## src/rtl/lspe_pkg.sv

```systemverilog
// ----------------------------------------------------------------------------
// lspe_pkg
// Types and codes shared by the LSB stego payload extractor.
// ----------------------------------------------------------------------------
package lspe_pkg;

  localparam int unsigned CfgIdxW  = 2;
  localparam int unsigned CfgDataW = 64;

  localparam logic [CfgIdxW-1:0] CFG_HEADER_BYTES = 2'd0;
  localparam logic [CfgIdxW-1:0] CFG_MAGIC_LEN    = 2'd1;
  localparam logic [CfgIdxW-1:0] CFG_MAGIC_LOW    = 2'd2;
  localparam logic [CfgIdxW-1:0] CFG_MAGIC_HIGH   = 2'd3;

  localparam logic [15:0] HEADER_BYTES_RST = 16'd54;

  typedef enum logic [1:0] {
    KIND_EXT      = 2'd0,
    KIND_PAY      = 2'd1,
    KIND_MISMATCH = 2'd2,
    KIND_EMPTY    = 2'd3
  } kind_e;

  typedef struct packed {
    logic [7:0] carrier_byte;
    logic       start_of_file;
  } in_item_t;

  typedef struct packed {
    logic [7:0] out_byte;
    kind_e      out_kind;
    logic       is_last;
  } out_item_t;

  typedef struct packed {
    logic [15:0] header_bytes;
    logic [3:0]  magic_len;
    logic [63:0] magic_low;
    logic [15:0] magic_high;
  } cfg_t;

endpackage

```

## src/rtl/lspe_cfg_regs.sv

```systemverilog
// ----------------------------------------------------------------------------
// lspe_cfg_regs
// Configuration register file, write only.
// ----------------------------------------------------------------------------
module lspe_cfg_regs (
  input  logic                              clk_i,
  input  logic                              rst_ni,
  input  logic                              cfg_we_i,
  input  logic [lspe_pkg::CfgIdxW-1:0]      cfg_index_i,
  input  logic [lspe_pkg::CfgDataW-1:0]     cfg_wdata_i,
  output lspe_pkg::cfg_t                    cfg_o
);
  import lspe_pkg::*;

  cfg_t cfg_q, cfg_d;

  always_comb begin
    cfg_d = cfg_q;
    if (cfg_we_i) begin
      unique case (cfg_index_i)
        CFG_HEADER_BYTES: cfg_d.header_bytes = cfg_wdata_i[15:0];
        CFG_MAGIC_LEN:    cfg_d.magic_len    = cfg_wdata_i[3:0];
        CFG_MAGIC_LOW:    cfg_d.magic_low    = cfg_wdata_i;
        CFG_MAGIC_HIGH:   cfg_d.magic_high   = cfg_wdata_i[15:0];
        default:          cfg_d              = cfg_q;
      endcase
    end
  end

  always_ff @(posedge clk_i or negedge rst_ni) begin
    if (!rst_ni) begin
      cfg_q.header_bytes <= HEADER_BYTES_RST;
      cfg_q.magic_len    <= '0;
      cfg_q.magic_low    <= '0;
      cfg_q.magic_high   <= '0;
    end else begin
      cfg_q <= cfg_d;
    end
  end

  assign cfg_o = cfg_q;

endmodule

```

## src/rtl/lspe_core.sv

```systemverilog
// ----------------------------------------------------------------------------
// lspe_core
// Decoder state and per-item decode: header skip, bit collection, field
// handling and magic check.
// ----------------------------------------------------------------------------
module lspe_core (
  input  logic                clk_i,
  input  logic                rst_ni,
  input  logic                step_i,
  input  lspe_pkg::in_item_t  item_i,
  input  lspe_pkg::cfg_t      cfg_i,
  output logic                res_valid_o,
  output lspe_pkg::out_item_t res_o
);
  import lspe_pkg::*;

  localparam logic [2:0] PH_HEADER    = 3'd0;
  localparam logic [2:0] PH_MAGIC_LEN = 3'd1;
  localparam logic [2:0] PH_MAGIC     = 3'd2;
  localparam logic [2:0] PH_EXT_LEN   = 3'd3;
  localparam logic [2:0] PH_EXT       = 3'd4;
  localparam logic [2:0] PH_PAY_LEN   = 3'd5;
  localparam logic [2:0] PH_PAY       = 3'd6;
  localparam logic [2:0] PH_IDLE      = 3'd7;

  logic [2:0]  phase_q, phase_d, cur_phase, work_phase;
  logic [15:0] hcnt_q, hcnt_d, cur_hcnt;
  logic [4:0]  bidx_q, bidx_d, cur_bidx;
  logic [31:0] shift_q, shift_d, cur_shift, shifted;
  logic [31:0] rem_q, rem_d, cur_rem, rem_dec;
  logic [3:0]  midx_q, midx_d, cur_midx;
  logic        len_field;
  logic [15:0][7:0] magic_bytes;

  assign magic_bytes = {48'h0, cfg_i.magic_high, cfg_i.magic_low};

  // start of file acts on the state seen by this item
  assign cur_phase = item_i.start_of_file ? PH_HEADER : phase_q;
  assign cur_hcnt  = item_i.start_of_file ? 16'd0     : hcnt_q;
  assign cur_bidx  = item_i.start_of_file ? 5'd0      : bidx_q;
  assign cur_shift = item_i.start_of_file ? 32'd0     : shift_q;
  assign cur_rem   = item_i.start_of_file ? 32'd0     : rem_q;
  assign cur_midx  = item_i.start_of_file ? 4'd0      : midx_q;

  assign work_phase = (cur_phase == PH_HEADER) ? PH_MAGIC_LEN : cur_phase;
  assign len_field  = (work_phase == PH_MAGIC_LEN) || (work_phase == PH_EXT_LEN) ||
                      (work_phase == PH_PAY_LEN);
  assign shifted    = cur_shift | (32'(item_i.carrier_byte[0]) << cur_bidx);
  assign rem_dec    = cur_rem - 32'd1;

  always_comb begin
    phase_d     = cur_phase;
    hcnt_d      = cur_hcnt;
    bidx_d      = cur_bidx;
    shift_d     = cur_shift;
    rem_d       = cur_rem;
    midx_d      = cur_midx;
    res_valid_o = 1'b0;
    res_o       = '{out_byte: 8'd0, out_kind: KIND_EXT, is_last: 1'b0};

    if (cur_phase == PH_HEADER && cur_hcnt < cfg_i.header_bytes) begin
      hcnt_d = cur_hcnt + 16'd1;
    end else if (work_phase != PH_IDLE) begin
      phase_d = work_phase;
      if (cur_bidx != (len_field ? 5'd31 : 5'd7)) begin
        bidx_d  = cur_bidx + 5'd1;
        shift_d = shifted;
      end else begin
        bidx_d  = '0;
        shift_d = '0;
        unique case (work_phase)
          PH_MAGIC_LEN: begin
            if (shifted != 32'(cfg_i.magic_len)) begin
              phase_d     = PH_IDLE;
              res_valid_o = 1'b1;
              res_o       = '{out_byte: 8'd0, out_kind: KIND_MISMATCH, is_last: 1'b1};
            end else if (shifted == 32'd0) begin
              phase_d = PH_EXT_LEN;
            end else begin
              phase_d = PH_MAGIC;
              rem_d   = shifted;
              midx_d  = '0;
            end
          end
          PH_MAGIC: begin
            if (shifted[7:0] != magic_bytes[cur_midx]) begin
              phase_d     = PH_IDLE;
              res_valid_o = 1'b1;
              res_o       = '{out_byte: 8'd0, out_kind: KIND_MISMATCH, is_last: 1'b1};
            end else begin
              midx_d = cur_midx + 4'd1;
              rem_d  = rem_dec;
              if (rem_dec == 32'd0) phase_d = PH_EXT_LEN;
            end
          end
          PH_EXT_LEN: begin
            if (shifted == 32'd0) begin
              phase_d = PH_PAY_LEN;
            end else begin
              phase_d = PH_EXT;
              rem_d   = shifted;
            end
          end
          PH_EXT: begin
            rem_d       = rem_dec;
            if (rem_dec == 32'd0) phase_d = PH_PAY_LEN;
            res_valid_o = 1'b1;
            res_o       = '{out_byte: shifted[7:0], out_kind: KIND_EXT, is_last: 1'b0};
          end
          PH_PAY_LEN: begin
            if (shifted == 32'd0) begin
              phase_d     = PH_IDLE;
              res_valid_o = 1'b1;
              res_o       = '{out_byte: 8'd0, out_kind: KIND_EMPTY, is_last: 1'b1};
            end else begin
              phase_d = PH_PAY;
              rem_d   = shifted;
            end
          end
          PH_PAY: begin
            rem_d       = rem_dec;
            res_valid_o = 1'b1;
            res_o       = '{out_byte: shifted[7:0], out_kind: KIND_PAY,
                            is_last: (rem_dec == 32'd0)};
            if (rem_dec == 32'd0) phase_d = PH_IDLE;
          end
          default: phase_d = PH_IDLE;
        endcase
      end
    end
  end

  always_ff @(posedge clk_i or negedge rst_ni) begin
    if (!rst_ni) begin
      phase_q <= PH_HEADER;
      hcnt_q  <= '0;
      bidx_q  <= '0;
      shift_q <= '0;
      rem_q   <= '0;
      midx_q  <= '0;
    end else if (step_i) begin
      phase_q <= phase_d;
      hcnt_q  <= hcnt_d;
      bidx_q  <= bidx_d;
      shift_q <= shift_d;
      rem_q   <= rem_d;
      midx_q  <= midx_d;
    end
  end

endmodule

```

## src/rtl/lsb_stego_payload_extractor.sv

```systemverilog
// ----------------------------------------------------------------------------
// lsb_stego_payload_extractor
// Pulls a hidden extension and payload out of the LSBs of image file bytes.
// ----------------------------------------------------------------------------
// Flow: an accepted item waits in the input register, and the decode logic feeds
// straight into the result register. Throughput: one item per cycle while
// the output is not stalled.
// Reset: decoder back to header skip, all config registers to reset values.
// ----------------------------------------------------------------------------
module lsb_stego_payload_extractor (
  input  logic                          clk_i,
  input  logic                          rst_ni,
  input  logic                          in_valid_i,
  output logic                          in_stall_o,
  input  lspe_pkg::in_item_t            in_data_i,
  output logic                          out_valid_o,
  input  logic                          out_stall_i,
  output lspe_pkg::out_item_t           out_data_o,
  input  logic                          cfg_we_i,
  input  logic [lspe_pkg::CfgIdxW-1:0]  cfg_index_i,
  input  logic [lspe_pkg::CfgDataW-1:0] cfg_wdata_i
);
  import lspe_pkg::*;

  cfg_t      cfg;
  logic      in_valid_q, in_valid_d;
  in_item_t  in_item_q;
  logic      out_valid_q, out_valid_d;
  out_item_t out_item_q;
  logic      advance, accept, res_valid;
  out_item_t res;

  assign advance    = in_valid_q && (!out_valid_q || !out_stall_i);
  assign in_stall_o = in_valid_q && !advance;
  assign accept     = in_valid_i && !in_stall_o;

  lspe_cfg_regs u_cfg (
    .clk_i       (clk_i),
    .rst_ni      (rst_ni),
    .cfg_we_i    (cfg_we_i),
    .cfg_index_i (cfg_index_i),
    .cfg_wdata_i (cfg_wdata_i),
    .cfg_o       (cfg)
  );

  lspe_core u_core (
    .clk_i       (clk_i),
    .rst_ni      (rst_ni),
    .step_i      (advance),
    .item_i      (in_item_q),
    .cfg_i       (cfg),
    .res_valid_o (res_valid),
    .res_o       (res)
  );

  always_comb begin
    in_valid_d = in_valid_q;
    if (accept)       in_valid_d = 1'b1;
    else if (advance) in_valid_d = 1'b0;

    out_valid_d = out_valid_q;
    if (advance)                          out_valid_d = res_valid;
    else if (out_valid_q && !out_stall_i) out_valid_d = 1'b0;
  end

  always_ff @(posedge clk_i or negedge rst_ni) begin
    if (!rst_ni) begin
      in_valid_q  <= 1'b0;
      out_valid_q <= 1'b0;
    end else begin
      in_valid_q  <= in_valid_d;
      out_valid_q <= out_valid_d;
    end
  end

  always_ff @(posedge clk_i) begin
    if (accept)               in_item_q  <= in_data_i;
    if (advance && res_valid) out_item_q <= res;
  end

  assign out_valid_o = out_valid_q;
  assign out_data_o  = out_item_q;

  a_stall_only_when_blocked: assert property (@(posedge clk_i) disable iff (!rst_ni)
    in_stall_o |-> (in_valid_q && out_valid_o && out_stall_i))
    else $error("input stalled without a blocked result");

  a_status_shape: assert property (@(posedge clk_i) disable iff (!rst_ni)
    out_valid_o && (out_data_o.out_kind == KIND_MISMATCH ||
                    out_data_o.out_kind == KIND_EMPTY)
    |-> (out_data_o.is_last && out_data_o.out_byte == 8'd0))
    else $error("status item with data or without last");

  a_ext_not_last: assert property (@(posedge clk_i) disable iff (!rst_ni)
    out_valid_o && out_data_o.out_kind == KIND_EXT |-> !out_data_o.is_last)
    else $error("extension character marked last");

  a_result_from_item: assert property (@(posedge clk_i) disable iff (!rst_ni)
    !out_valid_o ##1 out_valid_o |-> $past(in_valid_q))
    else $error("result without an item in the input register");

endmodule
```

## config.mk

```make
export PLATFORM = sky130hd
export DESIGN_NAME = lsb_stego_payload_extractor
export DESIGN_NICKNAME = d
export VERILOG_FILES = /design/src/rtl/lspe_pkg.sv /design/src/rtl/lspe_cfg_regs.sv /design/src/rtl/lspe_core.sv /design/src/rtl/lsb_stego_payload_extractor.sv
export SDC_FILE = /design/constraint.sdc
export NUM_CORES = 1
export LEC_CHECK = 0
export ABC_AREA = 1
export BUFFER_PORTS_ARGS = -buffer_cell sky130_fd_sc_hd__buf_2
export CAP_MARGIN = 5
export CELL_PAD_IN_SITES_DETAIL_PLACEMENT = 2
export CELL_PAD_IN_SITES_GLOBAL_PLACEMENT = 2
export CORE_MARGIN = 2
export CORE_UTILIZATION = 35
export CTS_CLUSTER_SIZE = 28
export DETAILED_ROUTE_END_ITERATION = 8
export PLACE_DENSITY_LB_ADDON = 0.1
export RECOVER_POWER = 25
export SKIP_CTS_REPAIR_TIMING = 1
export SYNTH_ARGS = -nofsm -noshare
export SYNTH_HDL_FRONTEND = slang
export SYNTH_SLANG_ARGS = --single-unit
```

## constraint.sdc

```tcl
create_clock -name clk_i -period 3.5 [get_ports clk_i]
set_input_delay 0.525 -clock clk_i [delete_from_list [all_inputs] [get_ports clk_i]]
set_output_delay 0.525 -clock clk_i [all_outputs]
set_load 0.02 [all_outputs]
```

==> flow_summary.rst, run 1 <==
.. list-table::
   :header-rows: 1

   * - Metric
     - Value
   * - Number of antenna violations at the first check in global routing
     - 0
   * - Startpoint type of the worst setup path
     - flip-flop
   * - Number of non-filler instances in the completed layout
     - 2550
   * - Cell mode on critical path
     - nor2_1
   * - Routed WL
     - 50800 um
   * - Fin Hold WS
     - 0.157 ns
   * - Worst min-delay path endpoint
     - in_item_q[0]$_DFFE_PP_
   * - Post-Route Skew
     - 0.0186 ns
   * - Top area cells in the synthesized netlist
     - dfrtp_1, nand2_1, nand3_1
   * - Critical path startpoint
     - in_item_q[0]$_DFFE_PP_
   * - Level count of the clock H-tree
     - 1
   * - Total Nets Final
     - 2120
   * - Worst relative slew slack
     - -31.2%
   * - Antenna diodes
     - 0
   * - GRT Overall Usage
     - 25.9%
   * - Cell count after synthesis
     - a little under 2000
   * - Final critical-path setup slack
     - between 0.2 and 0.25 ns
   * - Maximum number of buffers from clock root to sink
     - 3
   * - Share of Yosys cell area claimed by the top area cell type
     - a little over a third
   * - Sum of buffers and inverters on the critical path
     - 5
   * - Ratio of final minimum period to clock period
     - 93.9%
   * - Crit path DAT
     - 3.56 ns
   * - Power per unit of standard cell area
     - 477 nW/um^2
   * - Register area
     - about 5300 sq um
   * - Number of placed I/O pins
     - 93
   * - CTS clock-pin slew for the worst setup and hold paths
     - ~0.06 ns
   * - Proportion of layout cells with a drive suffix above 1
     - 15.5%
   * - Clock latency at the later pin of the worst-skew pair
     - 0.58 ns
   * - Required arrival time at the worst endpoint
     - 3.77 ns
   * - Max VDD drop
     - 0.000355 V
   * - Worst slack at placement
     - -0.0688 ns
   * - Chip height
     - 200 um
   * - Share of async-settable or async-resettable flops after synthesis
     - between 90% and 100%
   * - Placed Cells
     - 2490
   * - Max-cap check violation count
     - 2
   * - FF-to-FF End
     - out_data_o[4]$_SDFFCE_PP0P_
   * - Number of placement rows
     - 71
   * - Via count
     - about 13000
   * - Post-synthesis xor/xnor area fraction
     - 2.02%
   * - Part of the Yosys area used for sequential elements
     - between 30% and 40%
   * - Yosys cell types
     - 45
   * - Violated checks
     - capacitance limit, slew limit
   * - Combined area of the multi-input logic cells
     - 6810 sq um
   * - Most used standard cell by instance count after synthesis
     - nand2_1
   * - Die Width
     - 200 um
   * - Compound-Gate Fraction of Synth Area
     - 7.83%
   * - Final Hold Viols
     - 0
   * - Detailed placement HPWL
     - 36300 um
   * - Post-synth EDFFs
     - 13
   * - Gp weighted congestion
     - about 0.93
   * - IO buf count
     - 85
   * - Post-synth top cells
     - nand2_1, inv_1, nand3_1, dfrtp_1, nor2_1
   * - Critical-path cell list
     - buf_4 > clkinv_4 > clkbuf_4 > nand2_2 > nand2_1 > nor2_1 > nor2_1 > nand3_1 > nor2_1 > inv_1 > nor2_1 > nand3_1 > nor3_1 > nor2_1 > nand2_1 > nand2_1 > nor2_1 > buf_4
   * - Min Tclk post-route
     - 3.29 ns
   * - Synthesis-to-layout area growth
     - 15.9%
   * - Register bit count reported by yosys
     - a little over 200
   * - Largest net degree at the start of global routing
     - 81
   * - Standard cell core area
     - between 30000 and 40000 sq um
   * - Fraction of the mapped netlist area in adder cells
     - 2.05%
   * - Antenna-violating nets left
     - 0
   * - Initial standard-cell utilization of the core
     - 35.6%
   * - Router iterations before antenna repair
     - 4
   * - Min-Delay Path Depth
     - 1
   * - Filler cell count in the final layout
     - about 4500
   * - DRC Markers
     - 0
   * - Critical path endpoint category
     - flip-flop
   * - Run status
     - finished, violations left
   * - Path type of the worst min-delay path
     - primary input to flip-flop
   * - Number of setup violations in the final report
     - 0
   * - Number of buffers created by CTS
     - 27
   * - Main synth FF type
     - dfrtp_1
   * - Combinational family with the most area after synthesis
     - simple AND/OR/NAND/NOR gates
   * - Vias in the first global route
     - roughly 15000
   * - Area share of and/or/nand/nor cells after synthesis
     - 34.3%
   * - Via-per-instance ratio
     - 5.20
   * - Transition time of the tightest slew-check pin
     - 1.97 ns
   * - Worst reg2reg setup slack
     - between 0.2 and 0.25 ns
   * - FF-to-FF Start
     - in_item_q[0]$_DFFE_PP_
   * - Library cell with the largest summed area after synthesis
     - dfrtp_1
   * - Die area
     - 39900 sq um
   * - Static power due to leakage
     - approximately 0.008 uW
   * - Final number of max-transition violations
     - 142
   * - Syn_area_per_cell
     - 6.98 sq um
   * - Sinks on the clock net
     - around 210
   * - Max stage delay on crit path
     - around 0.40 ns
   * - Cell depth of the worst flop-to-flop path
     - 18
   * - Maximum operating frequency
     - between 300 and 400 MHz
   * - Largest delay share family, worst path
     - simple AND/OR/NAND/NOR gates
   * - Wire length of the first global-routing pass
     - 80700 um
   * - Total gr overflow
     - 0
   * - Final routed wire length divided by cell count
     - 19.9 um
   * - Clock tree root buffer cell
     - clkbuf_16
   * - Portion of netlist area occupied by mux cells
     - 4.03%
   * - Synthesized cell area
     - 13400 sq um
   * - Synth Warn #
     - 0
   * - Peak fanout along the critical path
     - 8
   * - Critical path class
     - flip-flop to flip-flop
   * - Clock tree from TritonCTS
     - built
   * - Syn Nets
     - 2026
   * - Violation count after the first detailed-route iteration
     - 541
   * - Launch instance of the worst min-delay path
     - in_data_i[0]
   * - Cell with the largest stage delay on the worst path
     - edfxtp_1
-- cell families after synthesis --
logic type,Yosys count
buffers and inverters,350
XOR/XNOR,31
AND/OR/NAND/NOR,1080
AO/OA/AOI/OAI,186
adder cells (fa/ha/maj),22
flip-flops,207
multiplexers,48
-- per-layer routing --
layer	vias to the layer above	wire length, um	GRT usage [%]
met4	0	1700	7.38
met5	-	0	0
met2	171	26600	49.1
li1	6300	-	-
met3	85	1230	2.62
met1	6704	21300	30.9
-- where the power goes --
part | switching (uW) | total [uW] | internal, uW | leakage [uW]
combinational | 1220 | 1830 | 610 | 0.00498
sequential | 185 | 2900 | 2710 | 0.00258
clock | 1180 | 2700 | 1520 | 0.000413
total | 2580 | 7430 | 4850 | 0.00797
-- sequential cells by signal (all words and copies together) (netlist names), 2 cells and up --
register and flops:
u_cfg.cfg_o 100, u_core.shift_q 32, u_core.midx_q 4, u_core.rem_q 32
u_core.hcnt_q 16, out_data_o 11, u_core.bidx_q 5, u_core.phase_q 3
in_item_q 2
-- through the flow --
stage / power, uW / TNS, ns / cell area, sq um / utilization [%]
global route: 7860 / -0.466 / 15600 / 41.2
global placement: 4610 / 0 / 14600 / 38.6
finish: 7430 / 0 / 15600 / 41.2
detailed placement: 4710 / -1.00 / 14600 / 38.6
floorplan: 4040 / 0 / 13400 / -
CTS: 7470 / -1.54 / 15400 / 40.8
-- how the worst max path moves through the flow --
| stage | endpoint | slack (ns) | depth (start not counted) |
|---|---|---|---|
| floorplan | out_data_o[0]$_SDFFCE_PP0P_ | 0.23 | 15 |
| global placement | u_core.rem_q[7]$_DFFE_PN0P_ | 0.11 | 20 |
| detailed placement | u_core.rem_q[31]$_DFFE_PN0P_ | -0.07 | 20 |
| CTS | u_core.rem_q[7]$_DFFE_PN0P_ | -0.09 | 20 |
| global route | out_data_o[3]$_SDFFCE_PP0P_ | -0.05 | 21 |
| finish | out_data_o[4]$_SDFFCE_PP0P_ | 0.21 | 18 |
-- final cells by class --
type	count	area share, %
flip-flops and latches	207	33.7
clock inverters	14	0.708
clock buffers	36	4.62
inverters	268	6.51
multi-input cells	1367	43.8
repair buffers	147	6.52
well taps	511	4.11
-- worst register-to-register path: stages (launching register included) --
cell and delay, ns:
edfxtp_1 0.40, buf_4 0.17, clkinv_4 0.11, clkbuf_4 0.22, nand2_2 0.13, nand2_1 0.14, nor2_1 0.06, nor2_1 0.16
nand3_1 0.10, nor2_1 0.24, inv_1 0.07, nor2_1 0.22, nand3_1 0.12, nor3_1 0.25, nor2_1 0.12, nand2_1 0.07
nand2_1 0.06, nor2_1 0.13, buf_4 0.20
-- cell usage in the layout (no fill, tap or decap), drive strengths merged, types with 26 or more instances in the layout --
master  netlist  final
nand2       603    603
inv         266    266
nand3       206    206
dfrtp       190    190
nor2        185    185
buf          45    139
o21ai       123    123
mux2         48     48
clkbuf       37     43
nand4        28     28
or2          26     26
No activity file was read; power rests on OpenSTA's default activity.
==> inputs of run 2 (changes only) <==
--- a/config.mk
+++ b/config.mk
@@ -10,7 +10,7 @@
 export CAP_MARGIN = 5
 export CELL_PAD_IN_SITES_DETAIL_PLACEMENT = 2
 export CELL_PAD_IN_SITES_GLOBAL_PLACEMENT = 2
-export CORE_MARGIN = 2
+export CORE_MARGIN = 3
 export CORE_UTILIZATION = 35
 export CTS_CLUSTER_SIZE = 28
 export DETAILED_ROUTE_END_ITERATION = 8
==> run 2 against run 1 <==
Combinational power about the same. Clock skew down 0.0059 ns. Sequential power about the same. Hold slack worse by 0.0089 ns. Worst setup slack worse by 0.071 ns. The flow still finishes with violations (capacitance limit, slew limit). Largest cell class unchanged. Routed wire length down 0.46%.
==> flow_summary.rst, run 2 (same netlist as run 1, synthesis figures left out) <==
.. list-table::
   :header-rows: 1

   * - Metric
     - Value
   * - Run status
     - finished, violations left
   * - Violated checks
     - capacitance limit, slew limit
   * - Clock tree root buffer cell
     - clkbuf_16
   * - Number of non-filler instances in the completed layout
     - ~2600
   * - Most common cell after layout, fill and taps aside
     - nand2_1
   * - Placed Cells
     - 2500
   * - Max-cap check violation count
     - 1
   * - Worst reg2reg setup slack
     - roughly 0.14 ns
   * - Antenna diodes
     - 0
   * - Die Width
     - slightly above 200 um
   * - Cell with the largest stage delay on the worst path
     - edfxtp_1
   * - Final routed wire length divided by cell count
     - 19.8 um
   * - Max stage delay on crit path
     - 0.53 ns
   * - Transition time of the tightest slew-check pin
     - 1.97 ns
   * - CTS clock-pin slew for the worst setup and hold paths
     - 0.06 ns
   * - Filler cell count in the final layout
     - 4578
   * - Critical path class
     - flip-flop to flip-flop
   * - Synthesis-to-layout area growth
     - 17.2%
   * - Standard cell core area
     - 37800 sq um
   * - Clock latency at the later pin of the worst-skew pair
     - approximately 0.57 ns
   * - Required arrival time at the worst endpoint
     - 3.83 ns
   * - Peak fanout along the critical path
     - 8
   * - Maximum number of buffers from clock root to sink
     - 3
   * - Level count of the clock H-tree
     - 1
   * - Critical path endpoint category
     - flip-flop
   * - Violation count after the first detailed-route iteration
     - ~440
   * - Most frequent cells in the layout
     - nand2_1, inv_1, nand3_1, dfrtp_1, nor2_1
   * - FF-to-FF End
     - out_data_o[3]$_SDFFCE_PP0P_
   * - Cell depth of the worst flop-to-flop path
     - 18
   * - Sum of buffers and inverters on the critical path
     - 2
   * - Initial standard-cell utilization of the core
     - about 36%
   * - Number of antenna violations at the first check in global routing
     - 0
   * - Detailed placement HPWL
     - between 30000 and 40000 um
   * - Final number of max-transition violations
     - 73
   * - Total Nets Final
     - about 2100
   * - Static power due to leakage
     - 0.00805 uW
   * - Number of buffers created by CTS
     - 27
   * - Die area
     - 40800 sq um
   * - DRC Markers
     - 0
   * - Number of placed I/O pins
     - 93
   * - Min-Delay Path Depth
     - 1
   * - Sinks on the clock net
     - between 200 and 250
   * - Crit path DAT
     - around 3.7 ns
   * - Fin Hold WS
     - between 0.1 and 0.15 ns
   * - Worst min-delay path endpoint
     - in_item_q[0]$_DFFE_PP_
   * - Router iterations before antenna repair
     - 4
   * - Gp weighted congestion
     - 0.866
   * - Flip-flop count of the largest register after layout
     - 100
   * - Clock tree from TritonCTS
     - built
   * - Chip height
     - 202 um
   * - Startpoint type of the worst setup path
     - flip-flop
   * - Min Tclk post-route
     - 3.36 ns
   * - Path type of the worst min-delay path
     - primary input to flip-flop
   * - Number of setup violations in the final report
     - 0
   * - Launch instance of the worst min-delay path
     - in_data_i[0]
   * - Critical-path cell list
     - clkinv_4 > nand2_2 > nand2_1 > nor2_4 > nand4_1 > nand2_2 > nand3_1 > nand2_1 > nand2_1 > nor2_2 > nand2_1 > nand2_2 > nand2_1 > nor2_1 > nand2_1 > nand2_1 > nor2_1 > buf_4
   * - Power per unit of standard cell area
     - 491 nW/um^2
   * - IO buf count
     - 85
   * - Worst relative slew slack
     - -31.1%
   * - Via-per-instance ratio
     - 5.14
   * - Routed WL
     - 50600 um
   * - Ratio of final minimum period to clock period
     - 95.9%
   * - Cell mode on critical path
     - nand2_1
   * - Total gr overflow
     - 0
   * - Post-Route Skew
     - 0.0127 ns
   * - Final Hold Viols
     - 0
   * - GRT Overall Usage
     - 24.9%
   * - Maximum operating frequency
     - roughly 300 MHz
   * - Wire length of the first global-routing pass
     - ~82000 um
   * - Antenna-violating nets left
     - 0
   * - Largest net degree at the start of global routing
     - 73
   * - Largest delay share family, worst path
     - simple AND/OR/NAND/NOR gates
   * - Max VDD drop
     - between 0.0004 and 0.0005 V
   * - FF-to-FF Start
     - in_item_q[0]$_DFFE_PP_
   * - Number of placement rows
     - 71
   * - Via count
     - 13100
   * - Vias in the first global route
     - 14700
   * - Proportion of layout cells with a drive suffix above 1
     - about 17%
run 2: metrics by stage:
| stage | area, sq um | power [uW] | worst slack [ns] | TNS [ns] | util, % |
|---|---|---|---|---|---|
| 2_1_floorplan | 13400 | 4040 | 0.227 | 0 | - |
| 3_3_place_gp | 14600 | 4630 | 0.142 | 0 | 38.7 |
| 3_5_place_dp | 14600 | 4730 | -0.00322 | -0.0241 | 38.7 |
| 4_1_cts | 15600 | 7780 | -0.00390 | -0.0306 | 41.2 |
| 5_1_grt | 15700 | 8180 | -0.0407 | -0.411 | 41.7 |
| 6_report | 15700 | 7720 | 0.142 | 0 | 41.7 |
run 2: layout make-up:
type,count,area [sq um],share of cell area (%)
timing repair buffer,151,1000,6.38
sequential,207,5250,33.4
multi-input combinational,1367,6880,43.7
clock buffer,32,746,4.74
timing repair inverter,1,6.26,0.0397
inverter,268,1020,6.46
clock inverter,18,199,1.26
tap,511,639,4.06
run 2: worst reg2reg max path, cell delays in order (launching register included):
cell      delay (ns)
edfxtp_1        0.53
clkinv_4        0.19
nand2_2         0.18
nand2_1         0.12
nor2_4          0.20
nand4_1         0.23
nand2_2         0.20
nand3_1         0.10
nand2_1         0.09
nand2_1         0.07
nor2_2          0.22
nand2_1         0.14
nand2_2         0.14
nand2_1         0.08
nor2_1          0.19
nand2_1         0.09
nand2_1         0.09
nor2_1          0.06
buf_4           0.20
run 2: power breakdown:
part	internal (uW)	leakage, uW	switching, uW	total [uW]
registers	2710	0.00258	185	2900
logic	622	0.00500	1220	1840
clock network	1810	0.000473	1170	2990
total	5150	0.00805	2570	7720
run 2: routing by layer:
| metal | part of all wire, % | track usage [%] | wire length (um) | vias up |
|---|---|---|---|---|
| met3 | 2.6 | 3.12 | 1310 | 63 |
| met1 | 41 | 29.7 | 20900 | 6624 |
| met5 | 0 | 0 | 0 | - |
| met4 | 2.5 | 5.76 | 1250 | 0 |
| li1 | - | - | - | 6300 |
| met2 | 54 | 47.3 | 27100 | 139 |
run 2: how the worst max path moves through the flow:
stage,from,slack (ns),cells past startpoint,end
floorplan,in_item_q[0]$_DFFE_PP_,0.23,15,out_data_o[0]$_SDFFCE_PP0P_
global placement,in_item_q[0]$_DFFE_PP_,0.14,18,out_data_o[6]$_SDFFCE_PP0P_
detailed placement,in_item_q[0]$_DFFE_PP_,-0.003,18,out_data_o[8]$_SDFFCE_PP0P_
CTS,in_item_q[0]$_DFFE_PP_,-0.004,18,out_data_o[4]$_SDFFCE_PP0P_
global route,in_item_q[0]$_DFFE_PP_,-0.04,19,out_data_o[7]$_SDFFCE_PP0P_
finish,in_item_q[0]$_DFFE_PP_,0.14,18,out_data_o[3]$_SDFFCE_PP0P_
